`src/pas_pkg.sv`:
```
// ----------------------------------------------------------------------------
// pas_pkg: shared definitions for the pair association score core
// Field widths, fixed-point constants and configuration register indexes.
// ----------------------------------------------------------------------------
package pas_pkg;

  localparam int unsigned PosW   = 24;
  localparam int unsigned KindW  = 4;
  localparam int unsigned SubW   = 5;
  localparam int unsigned ProbW  = 17;
  localparam int unsigned ScoreW = 32;
  localparam int unsigned LimitW = 20;
  localparam int unsigned ScaleW = 16;
  localparam int unsigned CfgW   = 32;
  localparam int unsigned CfgIdxW = 2;

  // sum of squares is 49 bits, padded to an even radicand
  localparam int unsigned RadW  = 50;
  localparam int unsigned RootW = RadW / 2;

  // factor: Q0.32 for the same-subkind path, Q.24 for the mixed path
  localparam int unsigned FactW = 33;
  // sideband through the square root: factor plus shift select
  localparam int unsigned SideW = FactW + 1;

  localparam logic [ProbW-1:0] ProbOne = 17'd65536;

  localparam logic [LimitW-1:0] LimitRst = 20'd2560;
  localparam logic [ScoreW-1:0] MinRst   = 32'd0;
  localparam logic              TceRst   = 1'b1;
  localparam logic [ScaleW-1:0] ScaleRst = 16'd256;

  typedef enum logic [CfgIdxW-1:0] {
    CFG_LIMIT = 2'd0,
    CFG_MIN   = 2'd1,
    CFG_TCE   = 2'd2,
    CFG_SCALE = 2'd3
  } cfg_idx_e;

endpackage

```
`src/pas_isqrt.sv`:
```
// ----------------------------------------------------------------------------
// pas_isqrt: pipelined integer square root
// One result bit per stage, floor(sqrt(rad)), with a sideband carried along.
// ----------------------------------------------------------------------------
module pas_isqrt
  import pas_pkg::*;
#(
  parameter int unsigned RadWidth  = RadW,
  parameter int unsigned SideWidth = SideW
) (
  input  logic                      clk_i,
  input  logic                      rst_ni,
  input  logic                      in_valid_i,
  output logic                      in_ready_o,
  input  logic [RadWidth-1:0]       in_rad_i,
  input  logic [SideWidth-1:0]      in_side_i,
  output logic                      out_valid_o,
  input  logic                      out_ready_i,
  output logic [RadWidth/2-1:0]     out_root_o,
  output logic [SideWidth-1:0]      out_side_o
);

  localparam int unsigned QW   = RadWidth / 2;
  localparam int unsigned RemW = QW + 2;

  logic                 v_q    [QW];
  logic [RemW-1:0]      rem_q  [QW];
  logic [QW-1:0]        root_q [QW];
  logic [RadWidth-1:0]  rad_q  [QW];
  logic [SideWidth-1:0] side_q [QW];
  logic                 rdy    [QW+1];

  assign rdy[QW] = out_ready_i;

  for (genvar k = 0; k < QW; k++) begin : g_stage
    logic                 v_in;
    logic [RemW-1:0]      rem_in;
    logic [QW-1:0]        root_in;
    logic [RadWidth-1:0]  rad_in;
    logic [SideWidth-1:0] side_in;
    logic [RemW:0]        cur;
    logic [RemW:0]        trial;
    logic                 ge;

    if (k == 0) begin : g_first
      assign v_in    = in_valid_i;
      assign rem_in  = '0;
      assign root_in = '0;
      assign rad_in  = in_rad_i;
      assign side_in = in_side_i;
    end else begin : g_next
      assign v_in    = v_q[k-1];
      assign rem_in  = rem_q[k-1];
      assign root_in = root_q[k-1];
      assign rad_in  = rad_q[k-1];
      assign side_in = side_q[k-1];
    end

    // remainder stays below 2^(QW+1), so its top bit is always zero
    assign cur   = {rem_in[RemW-2:0], rad_in[RadWidth-1 -: 2]};
    assign trial = {1'b0, root_in, 2'b01};
    assign ge    = (cur >= trial);
    assign rdy[k] = !v_q[k] || rdy[k+1];

    always_ff @(posedge clk_i or negedge rst_ni) begin
      if (!rst_ni) begin
        v_q[k] <= 1'b0;
      end else if (rdy[k]) begin
        v_q[k] <= v_in;
      end
    end

    always_ff @(posedge clk_i) begin
      if (rdy[k] && v_in) begin
        rem_q[k]  <= ge ? RemW'(cur - trial) : RemW'(cur);
        root_q[k] <= {root_in[QW-2:0], ge};
        rad_q[k]  <= {rad_in[RadWidth-3:0], 2'b00};
        side_q[k] <= side_in;
      end
    end
  end

  assign in_ready_o  = rdy[0];
  assign out_valid_o = v_q[QW-1];
  assign out_root_o  = root_q[QW-1];
  assign out_side_o  = side_q[QW-1];

endmodule

```
`config.mk`:
```
export PLATFORM = sky130hd
export DESIGN_NAME = pas_isqrt
export DESIGN_NICKNAME = d
export VERILOG_FILES = /design/src/pas_pkg.sv /design/src/pas_isqrt.sv
export SDC_FILE = /design/constraint.sdc
export NUM_CORES = 2
export LEC_CHECK = 0
export BUFFER_PORTS_ARGS = -buffer_cell sky130_fd_sc_hd__buf_2
export CORE_UTILIZATION = 45
export CTS_CLUSTER_DIAMETER = 150
export CTS_CLUSTER_SIZE = 20
export DETAILED_ROUTE_END_ITERATION = 8
export HOLD_SLACK_MARGIN = 0.02
export SETUP_SLACK_MARGIN = 0.5
export SYNTH_ARGS = -nofsm -noshare
export SYNTH_HDL_FRONTEND = slang
export SYNTH_SLANG_ARGS = --single-unit
```
`constraint.sdc`:
```
create_clock -name clk_i -period 8.6 [get_ports clk_i]
set_input_delay 0 -clock clk_i [delete_from_list [all_inputs] [get_ports clk_i]]
set_output_delay 0 -clock clk_i [all_outputs]
set_load 0.05 [all_outputs]
```
==> results.cfg <==
[cells_and_area]
multi_input_area_sq_um = 22700
layout-drive-gt1-share = 0.0760
fillers = 17462
layout_commonest_cell = edfxtp_1
syn_to_final_growth_pct = 10.5
final_cell_mix = edfxtp_1 (2364), inv_1 (436), ha_1 (352)
regArea_sq_um = 71600
nNetsFinal = 7077

[global_route]
grtUsageMet2 = 0.254
grtUsageMet3 = 0.0207
grt-ovfl-total = 0
track_usage = 0.145
grt_busiest_layer = met2
grt_pass1_vias = 48158
antenna_found_initial = 4
gr-usage-met1 = 0.183
grt_max_degree = 87
grt_first_pass_wirelength_mm = 252

[sta]
period_needed_ns = 4.03
relSlewSlack = 0.275
setup_ws_ns = 4.57
worstMarginPinSlew_ns = 1.09
finalClockSkew_ns = 0.0330
hold_viol = 0
rsz0062_at_grt = false
setup_viol = 0
finalSetupTns_ns = 0
fmax_mhz = 248
finalCritPeriodShare = 0.469
report.final.slew_viol_count = 0

[clocking]
cts-root-buf = clkbuf_16
cts_sinks = 2389
numCtsBuffers = 137
h-tree-depth = 4
post-cts-setup-buffers = 0
cts_tree = yes
clk_path_buf_depth = 3
clk_latency_ns = 0.80
clkTransAtPathRegs_ns = 0.08

[place]
pre_cts_slack_ns = 4.71
hpwl_mm = 110
gp_congestion = 0.899
port_buffers = 148

[outcome]
violations = DRC
outcome = complete, but fails checks

[yosys]
synth_fp_nets = 6649
synthArstFlopShare = 0.0105
synth-main-ff-cell = edfxtp_1
ys_seq_area_frac = 0.745
yosys_warnings = 0
synth_edf_count = 2364
syn_area_sq_um = 96100
ys_ff_latch = 2389
avgSynthCellArea_sq_um = 15.5
synthDistinctLibCells = 83
synthCells = 6209

[pwr]
p_leak_uw = 0.0389
vdd_drop_max_mv = 0.203
powerDensity_nw_per_um2 = 254

[drt]
vias_per_cell = 5.06
drt-total-wl_mm = 156
wl_per_cell_um = 16.4
drtIter0Drc = 3280
ant_nets = 0
first_pass_iters = 8
routed-via-count = 48095
drc = 24

[floorplan]
start_util = 0.453
die_area_sq_um = 215000
die_width_um = 464
coreArea_sq_um = 212000
die_h_um = 464
row_count = 169
io_pins = 149

[setup_path]
start_kind = flop
critPathMaxStageDelay_ns = 0.69
worstPathRequired_ns = 8.60
worstSetupPathType = reg -> out
path_max_fanout = 5
cp-end-kind = primary output
worstPathCellList = nand2_1 > or3_1 > nor3_1 > nand3_1 > nor2_1 > and3_1 > and3_1 > nand3_1 > buf_2
arrival_ns = 4.03
critPathSlowestCell = nor3_1

[flow_run]
maxCapViolCount = 0

[hold_path]
min_path_type = in -> reg
## path summary, 6_finish.rpt
| path | start | endpoint | slack, ns | cells past startpoint |
|---|---|---|---|---|
| setup / recovery | g_stage[18].v_in | in_ready_o | 4.57 | 9 |
| hold / removal | out_ready_i | out_valid_o | 0.12 | 4 |
| setup reg to reg | g_stage[18].v_in | rad_q[0][78] | 4.68 | 10 |
| hold reg to reg | side_q[1][130] | side_q[1][164] | 0.39 | 0 |
| max in group asynchronous | rst_ni | g_stage[3].v_in | 8.05 | 4 |
| min in group asynchronous | rst_ni | g_stage[24].v_in | 0.36 | 4 |
## synth_stat cells (9+ instances only)
| master | count | share of area |
|---|---|---|
| a21boi_0 | 12 | 0.00094 |
| o31a_1 | 12 | 0.0011 |
| a31oi_1 | 22 | 0.0014 |
| nand3b_1 | 30 | 0.0023 |
| nand4b_1 | 13 | 0.0012 |
| a211oi_1 | 28 | 0.0022 |
| dfrtp_1 | 25 | 0.0065 |
| nand2_1 | 323 | 0.013 |
| ha_1 | 352 | 0.046 |
| o211ai_1 | 29 | 0.0023 |
| xnor2_1 | 268 | 0.024 |
| and2_1 | 32 | 0.0021 |
| o21bai_1 | 23 | 0.0018 |
| nand4_1 | 45 | 0.0029 |
| clkbuf_1 | 68 | 0.0027 |
| a21o_1 | 102 | 0.0080 |
| nor2b_1 | 57 | 0.0037 |
| nand3_1 | 107 | 0.0056 |
| o21a_1 | 79 | 0.0062 |
| and3_1 | 27 | 0.0018 |
| nor4_1 | 51 | 0.0033 |
| o21ai_0 | 254 | 0.013 |
| or2_2 | 42 | 0.0027 |
| nand2b_1 | 90 | 0.0059 |
| o31ai_1 | 28 | 0.0022 |
| edfxtp_1 | 2364 | 0.74 |
| or3_1 | 52 | 0.0034 |
| or4_1 | 23 | 0.0018 |
| nor3_1 | 137 | 0.0071 |
| nor2_1 | 347 | 0.014 |
| a21oi_1 | 324 | 0.017 |
| inv_1 | 436 | 0.017 |
| and4_1 | 9 | 0.00082 |
| xor2_1 | 203 | 0.018 |
| mux2_2 | 71 | 0.0083 |
## worst max-delay path, delay by kind of cell, from the launching register on
| family | cells | cell delay (ns) |
|---|---|---|
| buffers and inverters | 1 | 0.29 |
| DFF | 1 | 0.45 |
| and+or+nand+nor | 8 | 2.47 |
## area by class of cell
cell class | instances | area share
multi-input cells | 3306 | 0.214
clock inverters | 16 | 0.00299
inverters | 436 | 0.0154
well taps | 2821 | 0.0332
repair buffers | 367 | 0.0267
clock buffers | 169 | 0.0334
flip-flops and latches | 2389 | 0.674
diodes | 5 | 0.000118
## registers in the layout, indices dropped and copies added, names as in the netlist
signal and flops:
g_stage.v_in 24, out_valid_o 1, rad_q 600, rem_q 589
root_q 325, side_q 850
## layer usage
metal / wire length (um) / share of wire
met2: 78200 / 0.50
met4: 4570 / 0.029
met5: 0 / 0
met1: 67900 / 0.43
met3: 5560 / 0.036
## per-stage QoR
step / hold WS (ns) / util / power, uW / cells / cell area, sq um
after floorplan: -0.296 / - / 19300 / 6209 / 96100
after global placement: 0.0373 / 0.474 / 20600 / 9144 / 101000
after detailed placement: 0.0571 / 0.474 / 20700 / 9144 / 101000
after CTS: 0.0428 / 0.501 / 27300 / 9504 / 106000
after global routing: 0.0803 / 0.501 / 28400 / 9508 / 106000
final: 0.116 / 0.501 / 27000 / 9509 / 106000
## where the power goes
| part | switching [uW] | total, uW | internal [uW] |
|---|---|---|---|
| Clock | 3550 | 6520 | 2970 |
| Sequential | 679 | 15300 | 14600 |
| Combinational | 3050 | 5200 | 2150 |
## cell families (layout without fill, tap and decap cells)
| kind of cell | after synthesis | in the layout | share of synthesized area |
|---|---|---|---|
| AO/OA/AOI/OAI | 993 | 993 | 0.0635 |
| XOR/XNOR | 471 | 471 | 0.0429 |
| adder cells (fa/ha/maj) | 352 | 352 | 0.0458 |
| buffers and inverters | 514 | 988 | 0.0202 |
| flip-flops | 2389 | 2389 | 0.745 |
| multiplexers | 74 | 74 | 0.00863 |
| other | 1 | 6 | 0.0000390 |
| AND/OR/NAND/NOR | 1415 | 1415 | 0.0738 |
## timing repair
action	in CTS	in global routing
gates resized for setup	0	0
hold buffers	175	0
endpoints found under the hold margin	137	0
Power figures use the tool's default switching activity.
